**config.mk**
```make
export PLATFORM = sky130hd
export DESIGN_NAME = lcd_serial_command_shifter
export DESIGN_NICKNAME = d
export VERILOG_FILES = /design/src/rtl/lsc_pkg.sv /design/src/rtl/lcd_serial_command_shifter.sv
export SDC_FILE = /design/constraint.sdc
export NUM_CORES = 1
export LEC_CHECK = 0
export ABC_AREA = 1
export CAP_MARGIN = 5
export CORE_ASPECT_RATIO = 2
export CORE_MARGIN = 1
export CORE_UTILIZATION = 30
export DETAILED_ROUTE_END_ITERATION = 10
export DONT_BUFFER_PORTS = 1
export MAX_ROUTING_LAYER = met4
export SYNTH_ARGS = -nofsm -noshare
export SYNTH_HDL_FRONTEND = slang
export SYNTH_SLANG_ARGS = --single-unit
```
**constraint.sdc**
```tcl
create_clock -name i_clk -period 3.95 [get_ports i_clk]
set_clock_uncertainty 0.1 [all_clocks]
set_input_delay 0.395 -clock i_clk [delete_from_list [all_inputs] [get_ports i_clk]]
set_output_delay 0.395 -clock i_clk [all_outputs]
set_load 0.03 [all_outputs]
```
**src/rtl/lsc_pkg.sv**
```systemverilog
// ----------------------------------------------------------------------------
// lsc_pkg
// Types and constants shared by the LCD serial command shifter.
// ----------------------------------------------------------------------------
package lsc_pkg;

    typedef enum logic [2:0] {
        PH_IDLE   = 3'd0,
        PH_GAP    = 3'd1,
        PH_DRIVE  = 3'd2,
        PH_HOLD   = 3'd3,
        PH_SAMPLE = 3'd4,
        PH_SHOLD  = 3'd5
    } t_phase;

    localparam logic [2:0] OP_IDLE = 3'd0;
    localparam logic [2:0] OP_CMD  = 3'd1;
    localparam logic [2:0] OP_DATA = 3'd2;
    localparam logic [2:0] OP_RAW  = 3'd3;
    localparam logic [2:0] OP_READ = 3'd4;

    localparam logic [1:0] CFG_CLOCK_PULSE_HIGH   = 2'd0;
    localparam logic [1:0] CFG_SELECT_ACTIVE_HIGH = 2'd1;
    localparam logic [1:0] CFG_NINE_BIT_MODE      = 2'd2;
    localparam logic [1:0] CFG_SEPARATE_MISO      = 2'd3;

    localparam logic [7:0] PFX_CMD_HIGH = 8'h20;
    localparam logic [7:0] PFX_CMD_LOW  = 8'h00;
    localparam logic [7:0] PFX_DATA     = 8'h40;

    localparam logic [4:0] BITS_WORD  = 5'd16;
    localparam logic [4:0] BITS_NINE  = 5'd9;
    localparam logic [4:0] BITS_BYTE  = 5'd8;

endpackage

```
**src/rtl/lcd_serial_command_shifter.sv**
```systemverilog
// ----------------------------------------------------------------------------
// lcd_serial_command_shifter
// Tick-level 3-wire serial shifter for LCD register, data and read requests.
// ----------------------------------------------------------------------------
// Usage:
//   Every input item is one tick of the serial interface. An item with a
//   request op starts a command, data, raw or read transfer when the shifter
//   is idle; requests while busy are ignored. Every accepted item yields
//   exactly one result item holding the pin levels (sck, mosi, cs,
//   sda_drive), busy flag, read byte and read-done pulse for that tick.
//   Input channel: i_valid / o_stall. Output channel: o_valid / i_stall.
//   The result of an accepted item is registered and is on the outputs in
//   the cycle after it is accepted. One item per cycle is sustained while
//   the receiver does not stall; the single result register is refilled
//   in the cycle it is taken. When the receiver stalls with a result held,
//   o_stall rises and the shifter state holds until the result is taken.
//   Configuration writes (i_cfg_we, i_cfg_index, i_cfg_data) are registered
//   directly and are meant for idle periods.
//   Synchronous active-low reset: idle phase, counters and shift registers
//   cleared, configuration at its defaults, no result pending.
// ----------------------------------------------------------------------------
module lcd_serial_command_shifter (
    input  logic        i_clk,
    input  logic        i_rst_n,
    input  logic        i_valid,
    output logic        o_stall,
    input  logic [2:0]  i_op,
    input  logic [15:0] i_value,
    input  logic        i_dc_bit,
    input  logic        i_sda_in,
    input  logic        i_miso_in,
    output logic        o_valid,
    input  logic        i_stall,
    output logic        o_sck,
    output logic        o_mosi,
    output logic        o_cs,
    output logic        o_sda_drive,
    output logic        o_busy_res,
    output logic [7:0]  o_read_data,
    output logic        o_read_done,
    input  logic        i_cfg_we,
    input  logic [1:0]  i_cfg_index,
    input  logic        i_cfg_data
);

    logic r_clock_pulse_high;
    logic r_select_active_high;
    logic r_nine_bit_mode;
    logic r_separate_miso;

    lsc_pkg::t_phase r_phase, n_phase;
    logic [15:0] r_shift_word, n_shift_word;
    logic [15:0] r_pending_word, n_pending_word;
    logic [4:0]  r_bits_left, n_bits_left;
    logic [2:0]  r_job_kind, n_job_kind;
    logic [7:0]  r_read_shift, n_read_shift;

    logic r_valid;
    logic r_sck, r_mosi, r_cs, r_sda_drive, r_busy, r_done;
    logic n_sck, n_mosi, n_cs, n_sda_drive, n_busy, n_done;

    logic w_accept;
    logic w_cur_bit;
    logic w_sample_bit;
    logic [4:0] w_bit_idx;

    assign o_stall  = r_valid & i_stall;
    assign w_accept = i_valid & ~o_stall;

    assign w_bit_idx = r_bits_left - 5'd1;
    assign w_cur_bit = (r_bits_left != 5'd0 && r_bits_left <= lsc_pkg::BITS_WORD)
                       ? r_shift_word[w_bit_idx[3:0]] : 1'b0;
    assign w_sample_bit = r_separate_miso ? i_miso_in : i_sda_in;

    // next state
    always_comb begin
        n_phase        = r_phase;
        n_shift_word   = r_shift_word;
        n_pending_word = r_pending_word;
        n_bits_left    = r_bits_left;
        n_job_kind     = r_job_kind;
        n_read_shift   = r_read_shift;
        n_busy         = 1'b1;
        n_done         = 1'b0;
        unique case (r_phase)
            lsc_pkg::PH_IDLE: begin
                case (i_op) inside
                    lsc_pkg::OP_CMD, lsc_pkg::OP_DATA,
                    lsc_pkg::OP_RAW, lsc_pkg::OP_READ: begin
                        n_job_kind = i_op;
                        n_phase    = lsc_pkg::PH_DRIVE;
                        if (i_op == lsc_pkg::OP_CMD) begin
                            n_shift_word   = {lsc_pkg::PFX_CMD_HIGH, i_value[15:8]};
                            n_pending_word = {lsc_pkg::PFX_CMD_LOW, i_value[7:0]};
                            n_bits_left    = lsc_pkg::BITS_WORD;
                        end else if (i_op == lsc_pkg::OP_DATA) begin
                            n_shift_word = {lsc_pkg::PFX_DATA, i_value[7:0]};
                            n_bits_left  = lsc_pkg::BITS_WORD;
                        end else if (r_nine_bit_mode) begin
                            n_shift_word = {7'd0, i_dc_bit, i_value[7:0]};
                            n_bits_left  = lsc_pkg::BITS_NINE;
                        end else begin
                            n_shift_word = {8'd0, i_value[7:0]};
                            n_bits_left  = lsc_pkg::BITS_BYTE;
                        end
                    end
                    default: begin
                        n_busy = 1'b0;
                    end
                endcase
            end
            lsc_pkg::PH_GAP: begin
                n_phase = lsc_pkg::PH_DRIVE;
            end
            lsc_pkg::PH_DRIVE: begin
                n_phase = lsc_pkg::PH_HOLD;
            end
            lsc_pkg::PH_HOLD: begin
                if (r_bits_left > 5'd1 && r_bits_left <= lsc_pkg::BITS_WORD) begin
                    n_bits_left = r_bits_left - 5'd1;
                    n_phase     = lsc_pkg::PH_DRIVE;
                end else begin
                    n_bits_left = 5'd0;
                    if (r_job_kind == lsc_pkg::OP_CMD) begin
                        n_shift_word = r_pending_word;
                        n_bits_left  = lsc_pkg::BITS_WORD;
                        n_job_kind   = lsc_pkg::OP_DATA;
                        n_phase      = lsc_pkg::PH_GAP;
                    end else if (r_job_kind == lsc_pkg::OP_READ) begin
                        n_bits_left = lsc_pkg::BITS_BYTE;
                        n_phase     = lsc_pkg::PH_SAMPLE;
                    end else begin
                        n_phase = lsc_pkg::PH_IDLE;
                    end
                end
            end
            lsc_pkg::PH_SAMPLE: begin
                n_read_shift = {r_read_shift[6:0], w_sample_bit};
                n_phase      = lsc_pkg::PH_SHOLD;
            end
            lsc_pkg::PH_SHOLD: begin
                if (r_bits_left > 5'd1 && r_bits_left <= lsc_pkg::BITS_BYTE) begin
                    n_bits_left = r_bits_left - 5'd1;
                    n_phase     = lsc_pkg::PH_SAMPLE;
                end else begin
                    n_bits_left = 5'd0;
                    n_done      = 1'b1;
                    n_phase     = lsc_pkg::PH_IDLE;
                end
            end
            default: begin
                n_phase     = lsc_pkg::PH_IDLE;
                n_bits_left = 5'd0;
                n_busy      = 1'b0;
            end
        endcase
    end

    // pin levels for this tick
    always_comb begin
        n_sck       = ~r_clock_pulse_high;
        n_mosi      = 1'b0;
        n_cs        = ~r_select_active_high;
        n_sda_drive = 1'b1;
        unique case (r_phase)
            lsc_pkg::PH_DRIVE: begin
                n_cs   = r_select_active_high;
                n_sck  = r_clock_pulse_high;
                n_mosi = w_cur_bit;
            end
            lsc_pkg::PH_HOLD: begin
                n_cs   = r_select_active_high;
                n_mosi = w_cur_bit;
            end
            lsc_pkg::PH_SAMPLE: begin
                n_cs        = r_select_active_high;
                n_sck       = r_clock_pulse_high;
                n_sda_drive = r_separate_miso;
            end
            lsc_pkg::PH_SHOLD: begin
                n_cs        = r_select_active_high;
                n_sda_drive = r_separate_miso;
            end
            default: begin
                n_sck = ~r_clock_pulse_high;
            end
        endcase
    end

    always_ff @(posedge i_clk) begin
        if (!i_rst_n) begin
            r_clock_pulse_high   <= 1'b1;
            r_select_active_high <= 1'b0;
            r_nine_bit_mode      <= 1'b1;
            r_separate_miso      <= 1'b0;
        end else if (i_cfg_we) begin
            unique case (i_cfg_index)
                lsc_pkg::CFG_CLOCK_PULSE_HIGH:   r_clock_pulse_high   <= i_cfg_data;
                lsc_pkg::CFG_SELECT_ACTIVE_HIGH: r_select_active_high <= i_cfg_data;
                lsc_pkg::CFG_NINE_BIT_MODE:      r_nine_bit_mode      <= i_cfg_data;
                lsc_pkg::CFG_SEPARATE_MISO:      r_separate_miso      <= i_cfg_data;
                default: ;
            endcase
        end
    end

    always_ff @(posedge i_clk) begin
        if (!i_rst_n) begin
            r_phase        <= lsc_pkg::PH_IDLE;
            r_shift_word   <= 16'd0;
            r_pending_word <= 16'd0;
            r_bits_left    <= 5'd0;
            r_job_kind     <= lsc_pkg::OP_IDLE;
            r_read_shift   <= 8'd0;
            r_valid        <= 1'b0;
        end else begin
            if (!o_stall) begin
                r_valid <= i_valid;
            end
            if (w_accept) begin
                r_phase        <= n_phase;
                r_shift_word   <= n_shift_word;
                r_pending_word <= n_pending_word;
                r_bits_left    <= n_bits_left;
                r_job_kind     <= n_job_kind;
                r_read_shift   <= n_read_shift;
            end
        end
    end

    // result register
    always_ff @(posedge i_clk) begin
        if (w_accept) begin
            r_sck       <= n_sck;
            r_mosi      <= n_mosi;
            r_cs        <= n_cs;
            r_sda_drive <= n_sda_drive;
            r_busy      <= n_busy;
            r_done      <= n_done;
        end
    end

    assign o_valid     = r_valid;
    assign o_sck       = r_sck;
    assign o_mosi      = r_mosi;
    assign o_cs        = r_cs;
    assign o_sda_drive = r_sda_drive;
    assign o_busy_res  = r_busy;
    assign o_read_data = r_read_shift;
    assign o_read_done = r_done;

endmodule
```
* Word level (Yosys, flattened, before mapping) *
Index checks and enable logic that the tools add are counted.

word-level totals
  word-level logic and storage cells = 103
  register bits = 54
  output and inout port bits = 16
  input bits = 30

cells by class
  magnitude comparators = 4
  bitwise gates (word level) = 6
  $add $sub $neg = 1
  reduce and logical (&&, ||, !) cells = 24
  equality and inequality tests = 17
  muxes and demuxes = 34

operators with widths
  kind                 number
  $mux 16              3
  $pmux 16 s2          1
  $mux 15              2
  $mux 5               6
  $mux 3               8
  $pmux 5 s4           1
  $pmux 3 s6           1
  $reduce_and 2->1     7
  $eq 3x2->1 const B   4
  $eq 3x3->1 const B   4
  $eq 3x1->1 const B   3
  $mux 9               1
  $reduce_or 4->1      2
  $mux 1               7
  $pmux 3 s2           1
  $reduce_or 2->1      3
  $gt 5x1->1 const B   1
  $le 5x4->1 const B   1
  $le 5x5->1 const B   1
  $lt 4x5->1 const B   1
  $reduce_and 5->1     1
  $reduce_bool 5->1    1
  $reduce_or 5->1      1
  $sub 5x1->5 const B  1
  16 further kinds     24

* Longest topological paths before layout *
  word-level depth = 5
  depth in mapped cells = 13
  mapped depth without buffers = 12

* Worst setup path before layout *
OpenSTA, ideal clock, no wires.

  path type = reg-to-reg
  start = reg r_bits_left[0]
  end = reg r_job_kind[1]
  path slack = 2.088 ns
  library setup time = 0.118 ns
  clock period less this slack = 1.862 ns
  required time = 3.732 ns
  buffers on the path = 2
  arrival time = 1.644 ns
  cell stages (with the launch flop) = 12
  cells stage by stage = dfxtp_1 > buf_2 > clkinv_1 > ha_1 > nand2_1 > ha_1 > inv_1 > nand3_1 > nand2_2 > buf_6 > nor3_1 > nor2_1

on the way
  longest elaborated chain between the ends = 4
  elaborated cells between the ends (all ways) = 5
  classes of those cells = 2 x order compare; 1 x eq/ne; 2 x reduce/logical

ends and longest elaborated chain
  element                                          line                               RTL
  start: declaration                               lcd_serial_command_shifter.sv:54   logic [4:0] r_bits_left, n_bits_left;
  start signal: assignment                         lcd_serial_command_shifter.sv:224  r_bits_left <= n_bits_left;
  $gt 5x1->1 / $le 5x5->1 (equally long branches)  lcd_serial_command_shifter.sv:119  if (r_bits_left > 5'd1 && r_bits_left <= lsc_pkg::BITS_WORD) begin
  $logic_and 1x1->1 *                              lcd_serial_command_shifter.sv:119
  $ne 2x2->1 (no source line) *                    -
  $reduce_and 5->1 (no source line) *              -
  end signal: assignment                           lcd_serial_command_shifter.sv:213  r_job_kind <= lsc_pkg::OP_IDLE;
  end signal: assignment                           lcd_serial_command_shifter.sv:225  r_job_kind <= n_job_kind;
  end: declaration                                 lcd_serial_command_shifter.sv:55   logic [2:0] r_job_kind, n_job_kind;

Every way passes the cells marked *; elsewhere a longest branch is shown, timed or not.
A chain may end at the register's enable or synchronous reset.

* Final worst setup path *
  start = reg r_valid, in the netlist o_valid
  end = reg r_pending_word[1]

on the way
  longest elaborated chain between the ends = 4

ends and longest elaborated chain
  element                            line                               RTL
  start: declaration                 lcd_serial_command_shifter.sv:58   logic r_valid;
  start signal: assignment           lcd_serial_command_shifter.sv:218  r_valid <= i_valid;
  $and 1x1->1                        lcd_serial_command_shifter.sv:67   assign o_stall = r_valid & i_stall;
  $not 1->1                          lcd_serial_command_shifter.sv:68   assign w_accept = i_valid & ~o_stall;
  $and 1x1->1                        lcd_serial_command_shifter.sv:68
  net w_accept                       lcd_serial_command_shifter.sv:62   logic w_accept;
  $reduce_and 4->1 (no source line)  -
  end signal: assignment             lcd_serial_command_shifter.sv:223  r_pending_word <= n_pending_word;
  end: declaration                   lcd_serial_command_shifter.sv:53   logic [15:0] r_pending_word, n_pending_word;

The timed path passes the listed nets, and every way through them passes these cells.

==> flow_summary.yaml <==
floorplanning:
  die_y_um: 132
  pin_count: 46
  core.rowCount: 47
  dieArea_mm2: 0.00889
  fp.dieW_um: 67.2
  core_mm2: 0.00823
  start_util_pct: 31.0
clocking:
  ctsHoldBuffers: 0
  cts_tree: "yes"
  cts_max_level: 2
  cts_buffers: 5
  clock_path_buffers: 2
  cts_resized: 0
  root_buffer: "clkbuf_16"
  clk-insertion-delay-late_ps: 290
  clkSlewWorstSetupHoldPaths_ps: 60
  post_cts_buffers: 0
  cts_num_sinks: 49
setup_path:
  crit_top_cell: "nand2_1"
  worstSetupStartpointType: "flop"
  reg2reg_depth: 6
  worst_setup_path_end_kind: "flop"
  cp_data_required_time_ps: 4010
  reg2reg_setup_slack_ps: 1720
  cpMaxStageDelayCell: "nand3_1"
  max_stage_delay_ps: 490
  worstPathCellList: "nand2_1 -> nand2_1 -> inv_1 -> nand3_1 -> o21ai_0 -> a21oi_1"
  r2r-start: "o_valid"
  arrival_ps: 2290
  crit_type: "flop to flop"
  r2r-end: "r_pending_word[1]"
  crit_fanout: 17
worst_hold_path:
  hold_depth: 1
  hold_class: "input pin to flop"
  hp-start: "i_rst_n"
  min_to: "r_clock_pulse_high"
layout:
  utilization_pct: 33.8
  diodes: 0
  finalNonFillerCells: 457
  drive_gt1_share_pct: 6.96
  nets: 396
  syn_to_final_growth_pct: 9.08
logic_synthesis:
  synth-simple-area-share_pct: 29.6
  synth_top_area_share_pct: 33.8
  synth-seq-cells: 49
  syn_nets: 399
  ys_warn_count: 0
  ys.flop_type: "dfxtp_1"
  synth_top_family_by_area: "simple AND/OR/NAND/NOR gates"
  synthCells: 361
  synth_compound_area_share_pct: 15.8
  synth_cell_types: 32
  synth-edff-count: 6
  synthAdderAreaFrac_pct: 3.93
  synth.area.top_cells: "dfxtp_1 (34%), nand2_1 (11%), nor2_1 (8.8%)"
  syn_avg_cell_area_um2: 7.06
  yosysTopAreaCell: "dfxtp_1"
  synth-seq-area-share_pct: 40.8
  synthMuxAreaShare_pct: 0
  async_flop_share_pct: 0
  synth_xor_area_share_pct: 1.72
  synth.cell_area_mm2: 0.00255
pwr:
  peakVddDrop_mv: 0.308
  p_per_area_mw_per_mm2: 432
  p_leak_nw: 1.20
sta:
  hold_viol: 0
  finalSetupViolCount: 0
  maxSlewViolCount: 0
  rsz0062_at_grt: "no"
  fmaxAchievable_mhz: 448
  fin_crit_ps: 2230
  fin_hold_ws_ps: 95.1
  fin_ws_ps: 1720
  finalCritPeriodShare_pct: 56.5
  slew_headroom_pct: 59.6
  tightest_slew_ps: 604
  finalSetupTns_ps: 0
global_route:
  grtUsageMet2_pct: 25.7
  met1_usage_pct: 14.7
  track_usage_pct: 14.9
  grt_pass1_wl_um: 9850
  grt-ovfl-total: 0
  grt_max_degree: 34
  antenna_found_initial: 0
  grt_util_met3_pct: 2.60
  grt_pass1_vias: 2206
  top_usage_layer: "met2"
routing:
  drtIter0Drc: 36
  vias: 2239
  drt-wirelength-per-cell_um: 13.3
  antenna_left: 0
  vias_per_cell: 4.90
  drt-pass1-iter-count: 4
  drc: 0
  drt_wl_total_um: 6070
place:
  place_hpwl_um: 4720
  place_inst: 449
  globalplace.congestion: 0.889
  portBuffers: 0
  place_ws_ps: 1680
run:
  drv_cap: 0
run_status:
  status: "finished, final reports clean"
-- state kept, by name, summed over array words and instances, names as in the netlist --
signal	flops
r_nine_bit_mode	1
r_pending_word	8
o_mosi	1
r_phase	3
o_sck	1
r_select_active_high	1
r_clock_pulse_high	1
o_cs	1
r_shift_word	11
o_read_data	8
o_valid	1
o_read_done	1
o_busy_res	1
o_sda_drive	1
r_job_kind	3
r_separate_miso	1
r_bits_left	5
-- metrics by stage --
step	cell area, um^2	power [mW]
6_report	2780	1.20
4_1_cts	2780	1.22
3_3_place_gp	2610	0.718
5_1_grt	2780	1.25
3_5_place_dp	2610	0.721
2_1_floorplan	2550	0.694
-- synth_stat cells (all sizes together), types with 3 or more instances --
cell type	instances
nand4	3
xnor2	4
inv	36
nand2	77
dfxtp	43
nor3	4
edfxtp	6
clkbuf	4
a21oi	26
nand3	26
buf	6
o21ai	39
ha	8
o31ai	3
nor2	64
a31oi	5
-- cell usage in the layout, fill, tap and decap left out, types with 2 or more instances in the layout --
master,Yosys,layout
nand2_1,75,75
nor2_1,60,60
dfxtp_1,43,43
o21ai_0,37,37
inv_1,31,31
a21oi_1,26,26
nand3_1,21,21
ha_1,8,8
edfxtp_1,6,6
nand3_2,5,5
a31oi_1,5,5
clkbuf_16,0,5
inv_2,4,4
xnor2_1,4,4
nor3_1,4,4
nor2_2,3,3
o31ai_1,3,3
nand4_1,3,3
nand2_2,2,2
-- worst max path at each step --
| stage | startpoint | endpoint | depth (start not counted) |
|---|---|---|---|
| 2_1_floorplan | r_bits_left[0] | r_job_kind[1] | 11 |
| 3_3_place_gp | o_valid | r_pending_word[7] | 6 |
| 3_5_place_dp | o_valid | r_pending_word[1] | 6 |
| 4_1_cts | o_valid | r_pending_word[1] | 6 |
| 5_1_grt | o_valid | r_pending_word[6] | 6 |
| 6_report | o_valid | r_pending_word[1] | 6 |
-- cell type report --
| type | instances | area, um^2 |
|---|---|---|
| fill | 912 | 5450 |
| clock inverter | 1 | 30.0 |
| clock buffer | 7 | 143 |
| multi-input combinational | 265 | 1300 |
| inverter | 37 | 141 |
| tap | 98 | 123 |
| sequential | 49 | 1040 |
-- report_power, final --
group          switching [mW]  internal [mW]  total (mW)
Sequential             0.0292          0.532       0.562
Clock                   0.177          0.316       0.493
Combinational          0.0960         0.0522       0.148
Total                   0.302          0.901        1.20
-- kinds of logic after synthesis --
kind of cell	count (synthesis)
AND/OR/NAND/NOR	176
AO/OA/AOI/OAI	76
flip-flops	49
buffers and inverters	47
adder cells (fa/ha/maj)	8
XOR/XNOR	5
-- per-layer routing --
layer	part of all wire, %	wire, um
met2	55	3360
met1	38	2320
met3	2.5	154
met4	4.0	241
met5	0	0
-- worst max-delay path: cells and delay by family (launching register included) --
family | cells | cell delay, ps
buf+inv | 1 | 400
compound gates | 2 | 400
simple gates | 3 | 790
flops | 1 | 410
Note: power is estimated with default switching activity, not from simulation.
